### config.mk
export PLATFORM = sky130hd
export DESIGN_NAME = rail_fence_decrypt_unit
export DESIGN_NICKNAME = d
export VERILOG_FILES = /design/src/design/rfd_pkg.sv /design/src/design/rfd_csr.sv /design/src/design/rfd_store.sv /design/src/design/rfd_seq.sv /design/src/design/rail_fence_decrypt_unit.sv
export SDC_FILE = /design/constraint.sdc
export NUM_CORES = 1
export LEC_CHECK = 0
export ABC_AREA = 1
export BUFFER_PORTS_ARGS = -buffer_cell sky130_fd_sc_hd__buf_2
export CORE_MARGIN = 1
export CORE_UTILIZATION = 55
export CTS_CLUSTER_DIAMETER = 50
export DETAILED_ROUTE_END_ITERATION = 12
export PLACE_DENSITY = 0.75
export SETUP_SLACK_MARGIN = 0.4
export SYNTH_ARGS = -nofsm -noshare
export SYNTH_HDL_FRONTEND = slang
export SYNTH_SLANG_ARGS = --single-unit
export TNS_END_PERCENT = 5
### constraint.sdc
create_clock -name clock -period 3.12 [get_ports clock]
set_input_delay 0.156 -clock clock [delete_from_list [all_inputs] [get_ports clock]]
set_output_delay 0.156 -clock clock [all_outputs]
set_load 0.02 [all_outputs]
### src/design/rfd_pkg.sv
package rfd_pkg;

   // Default message buffer depth.
   localparam int MaxLenDefault = 64;

   localparam int DataWidth = 8;
   localparam int RailsWidth = 3;
   localparam int RailMin = 2;
   localparam int RailMax = 5;
   localparam logic [RailsWidth-1:0] RailsReset = RailsWidth'(2);

   // Configuration port geometry: one 32-bit register at byte address 0.
   localparam int CsrAddrWidth = 3;
   localparam int CsrDataWidth = 32;
   localparam logic RegRails = 1'b0;

   typedef enum logic [4:0] {
      ST_LOAD   = 5'b00001,
      ST_COUNT  = 5'b00010,
      ST_PREFIX = 5'b00100,
      ST_READ   = 5'b01000,
      ST_SEND   = 5'b10000
   } state_type;

   // Clamp the programmed rail count into the supported range.
   function automatic logic [RailsWidth-1:0] eff_rails(input logic [RailsWidth-1:0] rails);
      logic [RailsWidth-1:0] result;
      result = rails;
      if (rails < RailsWidth'(RailMin)) begin
         result = RailsWidth'(RailMin);
      end else if (rails > RailsWidth'(RailMax)) begin
         result = RailsWidth'(RailMax);
      end
      return result;
   endfunction

endpackage

### src/design/rfd_csr.sv
module rfd_csr (
   input  logic                                clock,
   input  logic                                reset,
   input  logic                                csr_psel,
   input  logic                                csr_penable,
   input  logic                                csr_pwrite,
   input  logic [rfd_pkg::CsrAddrWidth-1:0]    csr_paddr,
   input  logic [rfd_pkg::CsrDataWidth-1:0]    csr_pwdata,
   output logic [rfd_pkg::CsrDataWidth-1:0]    csr_prdata,
   output logic                                csr_pready,
   output logic [rfd_pkg::RailsWidth-1:0]      rails
);

   logic [rfd_pkg::RailsWidth-1:0] rails_ff;
   logic [rfd_pkg::RailsWidth-1:0] rails_in;
   logic                           wr_hit;

   // The word index is the address bit above the byte offset.
   assign wr_hit = csr_psel && csr_penable && csr_pwrite && csr_pready
                   && (csr_paddr[2] == rfd_pkg::RegRails);

   always_comb begin
      rails_in = rails_ff;
      if (wr_hit) begin
         rails_in = csr_pwdata[rfd_pkg::RailsWidth-1:0];
      end
   end

   always_ff @(posedge clock) begin
      if (reset) begin
         rails_ff <= rfd_pkg::RailsReset;
      end else begin
         rails_ff <= rails_in;
      end
   end

   always_comb begin
      csr_prdata = '0;
      if (csr_paddr[2] == rfd_pkg::RegRails) begin
         csr_prdata = rfd_pkg::CsrDataWidth'(rails_ff);
      end
   end

   assign csr_pready = 1'b1;
   assign rails = rails_ff;

endmodule

### src/design/rfd_store.sv
module rfd_store #(
   parameter int Depth = rfd_pkg::MaxLenDefault,
   parameter int AddrWidth = $clog2(Depth)
) (
   input  logic                           clock,
   input  logic                           wr_en,
   input  logic [AddrWidth-1:0]           wr_addr,
   input  logic [rfd_pkg::DataWidth-1:0]  wr_data,
   input  logic                           rd_en,
   input  logic [AddrWidth-1:0]           rd_addr,
   output logic [rfd_pkg::DataWidth-1:0]  rd_data
);

   logic [rfd_pkg::DataWidth-1:0] mem_ff [Depth];
   logic [rfd_pkg::DataWidth-1:0] rd_data_ff;

   always_ff @(posedge clock) begin
      if (wr_en) begin
         mem_ff[wr_addr] <= wr_data;
      end
   end

   // Read data is held until the next read, so a stalled beat stays put.
   always_ff @(posedge clock) begin
      if (rd_en) begin
         rd_data_ff <= mem_ff[rd_addr];
      end
   end

   assign rd_data = rd_data_ff;

endmodule

### src/design/rfd_seq.sv
module rfd_seq #(
   parameter int MaxLen = rfd_pkg::MaxLenDefault,
   parameter int AddrWidth = $clog2(MaxLen),
   parameter int CntWidth = $clog2(MaxLen + 1)
) (
   input  logic                              clock,
   input  logic                              reset,
   input  logic [rfd_pkg::RailsWidth-1:0]    rails,
   input  logic                              req_tvalid,
   output logic                              req_tready,
   input  logic                              req_tlast,
   output logic                              rsp_tvalid,
   input  logic                              rsp_tready,
   output logic                              rsp_tlast,
   output logic                              wr_en,
   output logic [AddrWidth-1:0]              wr_addr,
   output logic                              rd_en,
   output logic [AddrWidth-1:0]              rd_addr
);

   localparam int RowWidth = rfd_pkg::RailsWidth;

   rfd_pkg::state_type state_ff, state_in;

   logic [CntWidth-1:0] load_cnt_ff, load_cnt_in;
   logic [CntWidth-1:0] n_ff, n_in;
   logic [CntWidth-1:0] col_ff, col_in;
   logic [CntWidth-1:0] acc_ff, acc_in;
   logic [RowWidth-1:0] row_ff, row_in;
   logic [RowWidth-1:0] k_ff, k_in;
   logic                down_ff, down_in;
   logic                last_ff, last_in;
   // Per-rail length during the count pass, then per-rail read pointer.
   logic [CntWidth-1:0] rail_ff [rfd_pkg::RailMax];
   logic [CntWidth-1:0] rail_in [rfd_pkg::RailMax];

   logic [CntWidth-1:0] add_a, add_b, add_sum;
   logic [CntWidth-1:0] col_next;
   logic [RowWidth-1:0] row_next;
   logic                down_next;
   logic                has_room;

   // The one shared adder: rail lengths, running prefix and pointer bumps.
   always_comb begin
      if (state_ff == rfd_pkg::ST_PREFIX) begin
         add_a = acc_ff;
         add_b = rail_ff[row_ff];
      end else begin
         add_a = rail_ff[row_ff];
         add_b = CntWidth'(1);
      end
      add_sum = add_a + add_b;
   end

   // Zigzag step: turn at the top and bottom rails.
   always_comb begin
      down_next = down_ff;
      if (row_ff == '0) begin
         down_next = 1'b1;
      end else if (row_ff == k_ff - RowWidth'(1)) begin
         down_next = 1'b0;
      end
      row_next = down_next ? row_ff + RowWidth'(1) : row_ff - RowWidth'(1);
   end

   assign col_next = col_ff + CntWidth'(1);
   assign has_room = (load_cnt_ff < CntWidth'(MaxLen));

   always_comb begin
      state_in = state_ff;
      load_cnt_in = load_cnt_ff;
      n_in = n_ff;
      col_in = col_ff;
      acc_in = acc_ff;
      row_in = row_ff;
      k_in = k_ff;
      down_in = down_ff;
      last_in = last_ff;
      rail_in = rail_ff;
      wr_en = 1'b0;
      rd_en = 1'b0;
      req_tready = 1'b0;
      rsp_tvalid = 1'b0;

      unique case (state_ff)
         rfd_pkg::ST_LOAD: begin
            req_tready = 1'b1;
            if (req_tvalid) begin
               if (has_room) begin
                  wr_en = 1'b1;
                  load_cnt_in = load_cnt_ff + CntWidth'(1);
               end
               if (req_tlast) begin
                  n_in = has_room ? load_cnt_ff + CntWidth'(1) : load_cnt_ff;
                  load_cnt_in = '0;
                  k_in = rfd_pkg::eff_rails(rails);
                  row_in = '0;
                  down_in = 1'b1;
                  col_in = '0;
                  for (int r = 0; r < rfd_pkg::RailMax; r++) begin
                     rail_in[r] = '0;
                  end
                  state_in = rfd_pkg::ST_COUNT;
               end
            end
         end
         rfd_pkg::ST_COUNT: begin
            rail_in[row_ff] = add_sum;
            row_in = row_next;
            down_in = down_next;
            col_in = col_next;
            if (col_next == n_ff) begin
               row_in = '0;
               acc_in = '0;
               state_in = rfd_pkg::ST_PREFIX;
            end
         end
         rfd_pkg::ST_PREFIX: begin
            rail_in[row_ff] = acc_ff;
            acc_in = add_sum;
            if (row_ff == RowWidth'(rfd_pkg::RailMax - 1)) begin
               row_in = '0;
               down_in = 1'b1;
               col_in = '0;
               state_in = rfd_pkg::ST_READ;
            end else begin
               row_in = row_ff + RowWidth'(1);
            end
         end
         rfd_pkg::ST_READ: begin
            rd_en = 1'b1;
            rail_in[row_ff] = add_sum;
            last_in = (col_next == n_ff);
            row_in = row_next;
            down_in = down_next;
            state_in = rfd_pkg::ST_SEND;
         end
         rfd_pkg::ST_SEND: begin
            rsp_tvalid = 1'b1;
            if (rsp_tready) begin
               if (last_ff) begin
                  state_in = rfd_pkg::ST_LOAD;
               end else begin
                  col_in = col_next;
                  state_in = rfd_pkg::ST_READ;
               end
            end
         end
         default: begin
            state_in = rfd_pkg::ST_LOAD;
         end
      endcase
   end

   assign wr_addr = load_cnt_ff[AddrWidth-1:0];
   assign rd_addr = rail_ff[row_ff][AddrWidth-1:0];
   assign rsp_tlast = last_ff;

   always_ff @(posedge clock) begin
      if (reset) begin
         state_ff <= rfd_pkg::ST_LOAD;
         load_cnt_ff <= '0;
      end else begin
         state_ff <= state_in;
         load_cnt_ff <= load_cnt_in;
      end
   end

   always_ff @(posedge clock) begin
      n_ff <= n_in;
      col_ff <= col_in;
      acc_ff <= acc_in;
      row_ff <= row_in;
      k_ff <= k_in;
      down_ff <= down_in;
      last_ff <= last_in;
      rail_ff <= rail_in;
   end

   a_load_cnt_bound: assert property (@(posedge clock) disable iff (reset)
      load_cnt_ff <= CntWidth'(MaxLen))
      else $error("load count beyond buffer depth");

   a_count_col_bound: assert property (@(posedge clock) disable iff (reset)
      (state_ff == rfd_pkg::ST_COUNT) |-> (col_ff < n_ff))
      else $error("count pass ran past message length");

   a_row_in_fence: assert property (@(posedge clock) disable iff (reset)
      (state_ff == rfd_pkg::ST_COUNT || state_ff == rfd_pkg::ST_READ) |-> (row_ff < k_ff))
      else $error("zigzag row outside rail count");

   a_ptr_in_message: assert property (@(posedge clock) disable iff (reset)
      (state_ff == rfd_pkg::ST_READ) |-> (rail_ff[row_ff] < n_ff))
      else $error("rail pointer beyond message");

   a_last_ends_message: assert property (@(posedge clock) disable iff (reset)
      (rsp_tvalid && rsp_tready && rsp_tlast) |=>
         (state_ff == rfd_pkg::ST_LOAD && load_cnt_ff == '0))
      else $error("block not empty after final beat");

endmodule

### src/design/rail_fence_decrypt_unit.sv
// Rail fence cipher decryption.
// The req channel takes ciphertext one byte per beat in rail-by-rail order;
// req_tlast marks the final byte of a message. Bytes that arrive while the
// buffer already holds MAX_LEN bytes are dropped. Loading gives no output.
// After the last beat the block stops taking beats and decrypts: it walks
// the zigzag once to count the bytes on each rail, turns the counts into
// start pointers for all five rail slots, then walks the zigzag again,
// reading one byte from the buffer and presenting it on rsp. The rail
// counts, prefix sums and pointer bumps all go through one shared adder,
// and the buffer has a single registered read port, so each plaintext
// byte takes a read step and then a send step.
// rsp_tlast marks the final plaintext beat, after which req_tready returns.
// If the receiver holds rsp_tready low, the current beat stays on rsp and
// the block waits. Reset empties the buffer and sets the rail count to two.
// The user writes the rail count over the csr port between messages; the
// block does not enforce this. Values below two act as two and values above five act as five.
module rail_fence_decrypt_unit #(
   parameter int MAX_LEN = rfd_pkg::MaxLenDefault
) (
   input  logic                              clock,
   input  logic                              reset,
   // Ciphertext channel.
   input  logic                              req_tvalid,
   output logic                              req_tready,
   input  logic [7:0]                        req_tdata,  // [7:0] cipher_byte
   input  logic                              req_tlast,  // is_last
   // Plaintext channel.
   output logic                              rsp_tvalid,
   input  logic                              rsp_tready,
   output logic [7:0]                        rsp_tdata,  // [7:0] plain_byte
   output logic                              rsp_tlast,  // last_out
   // Configuration port; rails lies at byte address 0.
   input  logic                              csr_psel,
   input  logic                              csr_penable,
   input  logic                              csr_pwrite,
   input  logic [rfd_pkg::CsrAddrWidth-1:0]  csr_paddr,
   input  logic [rfd_pkg::CsrDataWidth-1:0]  csr_pwdata,
   output logic [rfd_pkg::CsrDataWidth-1:0]  csr_prdata,
   output logic                              csr_pready
);

   localparam int AddrWidth = $clog2(MAX_LEN);
   localparam int CntWidth = $clog2(MAX_LEN + 1);

   logic [rfd_pkg::RailsWidth-1:0] rails;
   logic                           wr_en;
   logic [AddrWidth-1:0]           wr_addr;
   logic                           rd_en;
   logic [AddrWidth-1:0]           rd_addr;

   rfd_csr u_csr (
      .clock       (clock),
      .reset       (reset),
      .csr_psel    (csr_psel),
      .csr_penable (csr_penable),
      .csr_pwrite  (csr_pwrite),
      .csr_paddr   (csr_paddr),
      .csr_pwdata  (csr_pwdata),
      .csr_prdata  (csr_prdata),
      .csr_pready  (csr_pready),
      .rails       (rails)
   );

   // Message buffer: written in arrival order, read in zigzag order.
   rfd_store #(
      .Depth     (MAX_LEN),
      .AddrWidth (AddrWidth)
   ) u_store (
      .clock   (clock),
      .wr_en   (wr_en),
      .wr_addr (wr_addr),
      .wr_data (req_tdata),
      .rd_en   (rd_en),
      .rd_addr (rd_addr),
      .rd_data (rsp_tdata)
   );

   // Sequencer with the shared adder and the per-rail pointers.
   rfd_seq #(
      .MaxLen    (MAX_LEN),
      .AddrWidth (AddrWidth),
      .CntWidth  (CntWidth)
   ) u_seq (
      .clock      (clock),
      .reset      (reset),
      .rails      (rails),
      .req_tvalid (req_tvalid),
      .req_tready (req_tready),
      .req_tlast  (req_tlast),
      .rsp_tvalid (rsp_tvalid),
      .rsp_tready (rsp_tready),
      .rsp_tlast  (rsp_tlast),
      .wr_en      (wr_en),
      .wr_addr    (wr_addr),
      .rd_en      (rd_en),
      .rd_addr    (rd_addr)
   );

endmodule

==> impl_summary.log, run 1 <==
[metrics] run status: complete, no violations
[metrics] Crit path arrival time: 3.39 ns
[metrics] # nets final: 2872
[metrics] starting utilization of the core area: 0.5623
[metrics] clk sink count: 593
[metrics] total standard cell area after synthesis: 27070 um2
[metrics] Die Y: 223.9 um
[metrics] final-layout setup total negative slack: 0 ns
[metrics] largest net degree at the start of global routing: 129
[metrics] area delta synth->final: 13.20%
[metrics] layout cell share with drive strength beyond 1: 0.1144
[metrics] 1st-pass router iterations: 6
[metrics] unrepaired setup endpoints after global routing: yes
[metrics] average instance area after synthesis: 10.05 um2
[metrics] crit path max fanout: 8
[metrics] Critical Path Start: u_seq.row_ff[1]
[metrics] hold path startpoint: csr_psel
[metrics] Synth area leader: sky130_fd_sc_hd__edfxtp_1
[metrics] cell row count: 80
[metrics] Worst Path Class, Setup: flop to flop
[metrics] Worst Hold Margin: 0.07613 ns
[metrics] met2 track demand over resource: 0.4164
[metrics] all-layer global routing usage: 0.2598
[metrics] Cell variety after synth: 47
[metrics] top-level I/O count: 95
[metrics] post-layout util: 0.6365
[metrics] min Tclk post-route: 2.899 ns
[metrics] number of antenna violations at the first check in global routing: 0
[metrics] number of maximum-capacitance constraint violations: 0
[metrics] Post-synth top flop: sky130_fd_sc_hd__edfxtp_1
[metrics] final design instance area without fill: 30650 um2
[metrics] Req. time, crit path: 3.61 ns
[metrics] half-perimeter wire length after detailed placement: 40030 um
[metrics] setup slack after placement: -0.005903 ns
[metrics] Die Outline Area: 50110 um2
[metrics] most used standard cells in the synthesized netlist: 644 x sky130_fd_sc_hd__nand2_1, 578 x sky130_fd_sc_hd__edfxtp_1, 493 x sky130_fd_sc_hd__inv_1, 489 x sky130_fd_sc_hd__nand3_1, 112 x sky130_fd_sc_hd__nor2_1
[metrics] Max VDD drop: 0.0004983 V
[metrics] Port Buffers: 33
[metrics] insertion delay of the later-clocked pin in the worst-skew pair: 0.65 ns
[metrics] share of the yosys chip area belonging to registers: 0.6522
[metrics] number of buffers on the longest clock path: 3
[metrics] remaining global-route overflow: 0
[metrics] first-pass GRT wire length: 99920 um
[metrics] global-route met3 utilization: 0.05089
[metrics] Synth Instances: 2693
[metrics] final antenna-violating net count: 0
[metrics] total power divided by cell area: 567.1 nW/um2
[metrics] Die X: 223.9 um
[metrics] total wirelength of the detailed-routed design: 64750 um
[metrics] clk_skew: 0.03718 ns
[metrics] ratio of routed vias to standard cells: 5.372
[metrics] vias in the first global route: 18.09k
[metrics] area of placed instances: 28330 um2
[metrics] root buffer cell: sky130_fd_sc_hd__clkbuf_16
[metrics] Synth top area share: 0.6411
[metrics] gp weighted congestion: 0.8807
[metrics] number of antenna cells inserted: 0
[metrics] path type of the worst min-delay path: input pin to flop
[metrics] Yosys Warn Count: 0
[metrics] final instance count without filler cells: 3514
[metrics] total leakage power: 12.87 nW
[metrics] final number of max-transition violations: 0
[metrics] Floorplan Core Area: 48150 um2
[metrics] Synth async-reset ratio: 0
[metrics] headroom to the max-slew limit: 0.4277
[metrics] global-route met1 utilization: 0.3517
[metrics] remaining design rule violation count: 0
[metrics] total clock buffers created by CTS: 60
[metrics] f_max: 0.3449 GHz
[metrics] leading post-synthesis cells by cell area: sky130_fd_sc_hd__edfxtp_1 64%, sky130_fd_sc_hd__nand3_1 9.0%, sky130_fd_sc_hd__nand2_1 8.9%
[metrics] final worst setup slack: 0.2208 ns
[metrics] crit path capture type: flop
[metrics] final setup violation count: 0
[metrics] final worst path period share: 0.9292
[metrics] TritonCTS clock tree: done
[metrics] most congested layer reported by global routing: met2
[metrics] most frequently used cell type in the post-synthesis netlist: sky130_fd_sc_hd__nand2_1
[metrics] register bit total from synthesis: 593
[metrics] slew of the pin with the lowest slew margin: 0.8584 ns
[metrics] r2r startpoint: u_seq.row_ff[1]
[metrics] overall power of the completed layout: 17.38 mW
[metrics] detailed-route wire length per cell: 18.43 um
[metrics] CTS H-tree lvls: 2
[metrics] drt initial violations: 2024
[metrics] Final Hold Violating Endpoints: 0
[metrics] number of fillers in the final layout: 3638
[metrics] Critical Path Start Type: flop
[metrics] number of flops mapped to enable cells by yosys: 578
[metrics] number of vias in the routed layout: 18.88k
[metrics] CTS clk-pin slew, worst paths: 0.06 ns
[metrics] instance count after placement with tap cells included: 3371
## where the power goes
part | total, mW | internal, mW | switching, mW | leakage (nW)
Combinational | 1.76 | 0.508 | 1.26 | 6.62
Clock | 6.78 | 3.71 | 3.07 | 0.905
Sequential | 8.84 | 8.81 | 0.0314 | 5.35
## final cells by class
cell class                 count  area (um2)  share of cell area
clock buffer                  69        1535             0.05009
clock inverter                42       302.8            0.009880
inverter                     507        1927             0.06287
multi-input combinational   1469        6949              0.2267
sequential                   593       17660              0.5761
tap                          656       820.8             0.02678
timing repair buffer         178        1455             0.04748
## state kept, by name (all words and copies together) (netlist names)
name	cells
u_csr.rails	3
u_seq.acc_ff	6
u_seq.col_ff	7
u_seq.down_ff	1
u_seq.k_ff	3
u_seq.load_cnt_ff	7
u_seq.n_ff	7
u_seq.rail_ff	30
u_seq.row_ff	3
u_seq.rsp_tlast	1
u_seq.state_ff	5
u_store.mem_ff	512
u_store.rd_data	8
## worst max-delay path, cell delays in order, from the launching register on
cell                       delay, ns
sky130_fd_sc_hd__edfxtp_1       0.43
sky130_fd_sc_hd__buf_12         0.17
sky130_fd_sc_hd__buf_4          0.14
sky130_fd_sc_hd__nand3_4        0.08
sky130_fd_sc_hd__inv_6          0.06
sky130_fd_sc_hd__a22oi_2        0.16
sky130_fd_sc_hd__nand4_1        0.22
sky130_fd_sc_hd__clkinv_2       0.13
sky130_fd_sc_hd__o21ai_1        0.08
sky130_fd_sc_hd__ha_1           0.33
sky130_fd_sc_hd__inv_1          0.05
sky130_fd_sc_hd__nor2_1         0.10
sky130_fd_sc_hd__nor2_1         0.05
sky130_fd_sc_hd__nor2_1         0.13
sky130_fd_sc_hd__nor2_2         0.07
sky130_fd_sc_hd__or2_4          0.27
sky130_fd_sc_hd__buf_4          0.14
sky130_fd_sc_hd__a21oi_1        0.13
## layout by cell type, fill, tap and decap left out, types with 18 or more instances in the layout
cell type	netlist	final
sky130_fd_sc_hd__clkbuf_16	0	60
sky130_fd_sc_hd__inv_1	493	492
sky130_fd_sc_hd__a21oi_1	21	20
sky130_fd_sc_hd__conb_1	2	30
sky130_fd_sc_hd__clkinv_2	0	18
sky130_fd_sc_hd__buf_4	50	117
sky130_fd_sc_hd__nand3_1	489	483
sky130_fd_sc_hd__nor2_1	112	104
sky130_fd_sc_hd__edfxtp_1	578	578
sky130_fd_sc_hd__o21ai_0	69	62
sky130_fd_sc_hd__nand2_1	644	636
sky130_fd_sc_hd__buf_2	79	33
## metal layers
layer	up-vias	wire [um]
li1	8965	-
met1	8911	26100
met2	859	30360
met3	142	6048
met4	0	2243
met5	-	0
## worst paths after layout
check        slack (ns)  depth (start not counted)         endpoint
min reg2reg        0.49                          0    u_seq.k_ff[2]
max                0.22                         17  u_seq.acc_ff[5]
max reg2reg        0.22                         17  u_seq.acc_ff[5]
min                0.08                          4   u_csr.rails[0]
## kinds of logic (layout without fill, tap and decap cells)
| kind of cell | count (synthesis) | count (layout) | synth area share |
|---|---|---|---|
| other | 2 | 30 | 0.0002774 |
| DFF | 593 | 593 | 0.6522 |
| buffers and inverters | 659 | 796 | 0.1032 |
| xor gates and xnor gates | 20 | 20 | 0.006470 |
| adders and majority gates | 12 | 12 | 0.005823 |
| AOI/OAI and AO/OA | 125 | 125 | 0.02653 |
| and+or+nand+nor | 1282 | 1282 | 0.2055 |
## what timing repair did
| item | CTS | global route |
|---|---|---|
| resized for setup | 36 | 19 |
| hold buffers | 13 | 0 |
| pin swaps | 20 | 13 |
| setup endpoints to repair | 128 | 239 |
| buffers inserted | 18 | 1 |
| hold endpoints to repair | 40 | 0 |
Note: power is estimated with default switching activity, not from simulation.
==> run 2, diff against run 1 <==
--- a/config.mk
+++ b/config.mk
@@ -5,13 +5,12 @@
 export SDC_FILE = /design/constraint.sdc
 export NUM_CORES = 1
 export LEC_CHECK = 0
-export ABC_AREA = 1
 export BUFFER_PORTS_ARGS = -buffer_cell sky130_fd_sc_hd__buf_2
 export CORE_MARGIN = 1
 export CORE_UTILIZATION = 55
 export CTS_CLUSTER_DIAMETER = 50
 export DETAILED_ROUTE_END_ITERATION = 12
-export PLACE_DENSITY = 0.75
+export PLACE_DENSITY = 0.74
 export SETUP_SLACK_MARGIN = 0.4
 export SYNTH_ARGS = -nofsm -noshare
 export SYNTH_HDL_FRONTEND = slang
==> run 2 against run 1 <==
Maximum frequency fell by 7.1%. Cell area fell by 3.2%. Largest cell class unchanged. The run now ends with setup timing left. Largest power group unchanged. Highest routed layer unchanged. Combinational power up 110%. Non-clock buffer count is 72 higher.
==> impl_summary.log, run 2 <==
[metrics] Final Hold Violating Endpoints: 0 (unchanged)
[metrics] number of buffers on the longest clock path: 3 (unchanged)
[metrics] total power divided by cell area: 658.8 nW/um2 (+16%)
[metrics] Max VDD drop: 0.0004007 V (-20%)
[metrics] most frequent cells in the layout: 578 x sky130_fd_sc_hd__edfxtp_1, 465 x sky130_fd_sc_hd__nand2_1, 155 x sky130_fd_sc_hd__buf_4
[metrics] switching power share of the total: 0.2714 (+0.02051)
[metrics] worst hold path endpoint: u_csr.rails[1]
[metrics] drt initial violations: 2279 (+13%)
[metrics] starting utilization of the core area: 0.5610 (-0.001264)
[metrics] number of antenna violations at the first check in global routing: 0 (unchanged)
[metrics] r2r startpoint: u_seq.row_ff[2]
[metrics] ratio of routed vias to standard cells: 6.161 (+15%)
[metrics] Crit Reg-Reg Endpoint: u_store.rd_data[5]
[metrics] min Tclk post-route: 3.122 ns (+0.2232 ns)
[metrics] root buffer cell: sky130_fd_sc_hd__clkbuf_16
[metrics] Crit path arrival time: 3.49 ns (+0.10 ns)
[metrics] Worst Reg-to-Reg Cells: 11 (-6)
[metrics] slew of the pin with the lowest slew margin: 1.143 ns (+0.2847 ns)
[metrics] # nets final: 2197 (-24%)
[metrics] insertion delay of the later-clocked pin in the worst-skew pair: 0.62 ns (-0.03 ns)
[metrics] number of flops mapped to enable cells by yosys: 578 (unchanged)
[metrics] remaining design rule violation count: 0 (unchanged)
[metrics] share of power burned in registers: 0.459 (-0.049)
[metrics] crit path capture type: flop
[metrics] clock network fraction of design power: 0.348 (-0.042)
[metrics] leading post-synthesis cells by cell area: sky130_fd_sc_hd__edfxtp_1 70%, sky130_fd_sc_hd__nand2_1 7.1%, sky130_fd_sc_hd__nand3_1 3.1%
[metrics] area of placed instances: 26590 um2 (-6.1%)
[metrics] most used standard cells in the synthesized netlist: 578 x sky130_fd_sc_hd__edfxtp_1, 474 x sky130_fd_sc_hd__nand2_1, 155 x sky130_fd_sc_hd__nand3_1, 102 x sky130_fd_sc_hd__nor2_1, 57 x sky130_fd_sc_hd__a31oi_1
[metrics] unrepaired setup endpoints after global routing: yes
[metrics] clk_skew: 0.01875 ns (-0.01843 ns)
[metrics] Synth async-reset ratio: 0 (unchanged)
[metrics] Req. time, crit path: 3.49 ns (-0.12 ns)
[metrics] final antenna-violating net count: 0 (unchanged)
[metrics] TritonCTS clock tree: done
[metrics] register bit total from synthesis: 593 (unchanged)
[metrics] most frequently used cell type in the post-synthesis netlist: sky130_fd_sc_hd__edfxtp_1
[metrics] Die Y: 215.1 um (-3.9%)
[metrics] Synth top area share: 0.6951 (+0.05394)
[metrics] share of the yosys chip area belonging to registers: 0.7071 (+0.05487)
[metrics] hold path cells: 3 (-1)
[metrics] total leakage power: 10.55 nW (-18%)
[metrics] average instance area after synthesis: 12.79 um2 (+27%)
[metrics] hold path startpoint: csr_pwrite
[metrics] run status: finished with violations
[metrics] Die X: 215.1 um (-3.9%)
[metrics] net switching power of the design: 5.302 mW (+22%)
[metrics] 1st-pass router iterations: 6 (unchanged)
[metrics] leading cell type in the layout, fill and taps excluded: sky130_fd_sc_hd__edfxtp_1
[metrics] path type of the worst min-delay path: input pin to flop
[metrics] total standard cell area after synthesis: 24970 um2 (-7.8%)
[metrics] instance count after placement with tap cells included: 2613 (-22%)
[metrics] area delta synth->final: 18.75%
[metrics] Die Outline Area: 46260 um2 (-7.7%)
[metrics] clk sink count: 593 (unchanged)
[metrics] total wirelength of the detailed-routed design: 64270 um (-0.74%)
[metrics] Port Buffers: 33 (unchanged)
[metrics] final-layout setup total negative slack: -0.002415 ns (-0.002415 ns)
[metrics] setup slack of the most critical reg-to-reg path: -0.002 ns (-0.22 ns)
[metrics] gp weighted congestion: 0.8629 (-2.0%)
[metrics] number of vias in the routed layout: 17.07k (-9.6%)
[metrics] final instance count without filler cells: 2770 (-21%)
[metrics] top-level I/O count: 95 (unchanged)
[metrics] crit path max fanout: 33 (+25)
[metrics] Post-synth top flop: sky130_fd_sc_hd__edfxtp_1
[metrics] all-layer global routing usage: 0.2666 (+0.006779)
[metrics] remaining global-route overflow: 0 (unchanged)
[metrics] Yosys Warn Count: 0 (unchanged)
[metrics] Synth Instances: 1952 (-28%)
[metrics] CTS H-tree lvls: 2 (unchanged)
[metrics] headroom to the max-slew limit: 0.2379 (-0.1898)
[metrics] detailed-route wire length per cell: 23.20 um (+26%)
[metrics] final worst setup slack: -0.002415 ns (-0.2232 ns)
[metrics] Combinational Power Share: 0.192 (+0.090)
[metrics] cell row count: 77 (-3.8%)
[metrics] layout cell share with drive strength beyond 1: 0.1979 (+0.08347)
[metrics] number of maximum-capacitance constraint violations: 0 (unchanged)
[metrics] first-pass GRT wire length: 94120 um (-5.8%)
[metrics] final number of max-transition violations: 0 (unchanged)
[metrics] Critical Path Start Type: flop
[metrics] Synth area leader: sky130_fd_sc_hd__edfxtp_1
[metrics] total clock buffers created by CTS: 58 (-3.3%)
[metrics] Worst Path Class, Setup: flop to flop
[metrics] post-layout util: 0.6662 (+0.02971)
[metrics] half-perimeter wire length after detailed placement: 37550 um (-6.2%)
[metrics] largest register by flop count: u_store.mem_ff
[metrics] failing checks: setup timing
[metrics] largest net degree at the start of global routing: 113 (-12%)
[metrics] CTS clk-pin slew, worst paths: 0.07 ns (about the same)
[metrics] Floorplan Core Area: 44510 um2 (-7.6%)
[metrics] number of antenna cells inserted: 0 (unchanged)
[metrics] final worst path period share: 1.001 (+0.07153)
[metrics] vias in the first global route: 16.46k (-9.1%)
[metrics] f_max: 0.3203 GHz (-7.1%)
[metrics] final setup violation count: 1 (+1)
[metrics] final design instance area without fill: 29650 um2 (-3.2%)
[metrics] cell-internal power: 14.24 mW (+9.3%)
[metrics] Largest register FFs: 512 (unchanged)
[metrics] Cell variety after synth: 68 (+45%)
==> run 2: per-layer routing <==
metal	track usage	part of all wire
met5	0	0
met2	0.4346	0.49
met1	0.3619	0.38
met4	0.1121	0.035
met3	0.03751	0.097
==> run 2: how the worst max path moves through the flow <==
stage	startpoint	end	slack, ns	depth (start not counted)
detailed placement	u_seq.row_ff[1]	u_seq.rail_ff[33]	0.02	15
global route	u_seq.row_ff[2]	u_seq.rail_ff[3]	-0.09	14
floorplan	u_seq.row_ff[1]	u_seq.rail_ff[18]	-0.09	17
finish	u_seq.row_ff[2]	u_store.rd_data[5]	-0.002	11
global placement	u_seq.row_ff[1]	u_seq.rail_ff[12]	0.06	15
CTS	u_seq.row_ff[1]	u_seq.rail_ff[26]	0.03	15
==> run 2: timing repair <==
item,CTS,global route
hold endpoints to repair,14,0
setup endpoints to repair,129,386
buffers inserted,19,11
pin swaps,15,45
cloned,1,9
gates resized for setup,22,109
hold buffers,13,0
==> run 2: worst max-delay path: stages (launching register included) <==
cell and delay (ns):
sky130_fd_sc_hd__edfxtp_1 0.50, sky130_fd_sc_hd__or3b_4 0.47, sky130_fd_sc_hd__a2bb2oi_4 0.16, sky130_fd_sc_hd__buf_6 0.13, sky130_fd_sc_hd__buf_4 0.13, sky130_fd_sc_hd__buf_12 0.15, sky130_fd_sc_hd__and3_1 0.19, sky130_fd_sc_hd__a211oi_1 0.28
sky130_fd_sc_hd__a31oi_1 0.08, sky130_fd_sc_hd__a21oi_1 0.31, sky130_fd_sc_hd__a22oi_1 0.23, sky130_fd_sc_hd__and3_1 0.21
==> run 2: cell families (layout without fill, tap and decap cells) <==
kind of cell             count (synthesis)  in the layout  share of synthesized area
other                                    2             30                  0.0003007
XOR/XNOR                                26             26                   0.009119
AO/OA/AOI/OAI                          276            276                    0.07862
multiplexers                            28             28                    0.01157
flip-flops                             593            593                     0.7071
adder cells (fa/ha/maj)                 13             13                   0.006714
buffers and inverters                  175            373                    0.03908
AND/OR/NAND/NOR                        839            839                     0.1475
==> run 2: power by group through the flow <==
stage | Combinational (mW) | Sequential (mW) | Clock, mW
after floorplan | 2.05 | 9.11 | 0
after global placement | 3.02 | 9.13 | 0
after detailed placement | 3.10 | 9.14 | 0
after CTS | 3.26 | 8.97 | 6.83
after global routing | 3.99 | 8.98 | 7.16
final | 3.75 | 8.97 | 6.81
==> run 2: cell type report <==
class | instances | area [um2]
Clock buffer | 80 | 1680
Multi-Input combinational cell | 1212 | 6939
Clock inverter | 24 | 161.4
Sequential cell | 593 | 17660
Tap cell | 592 | 740.7
Inverter | 19 | 77.57
Timing Repair Buffer | 250 | 2399
Fill cell | 3001 | 14860
==> run 2: per-stage QoR <==
step	power (mW)	worst slack [ns]	hold WS, ns
floorplan	11.16	-0.09200	0.2321
global placement	12.14	0.05762	0.3977
detailed placement	12.24	0.01893	0.4091
CTS	19.06	0.02711	0.009180
global route	20.14	-0.09395	0.05163
finish	19.54	-0.002415	0.02902
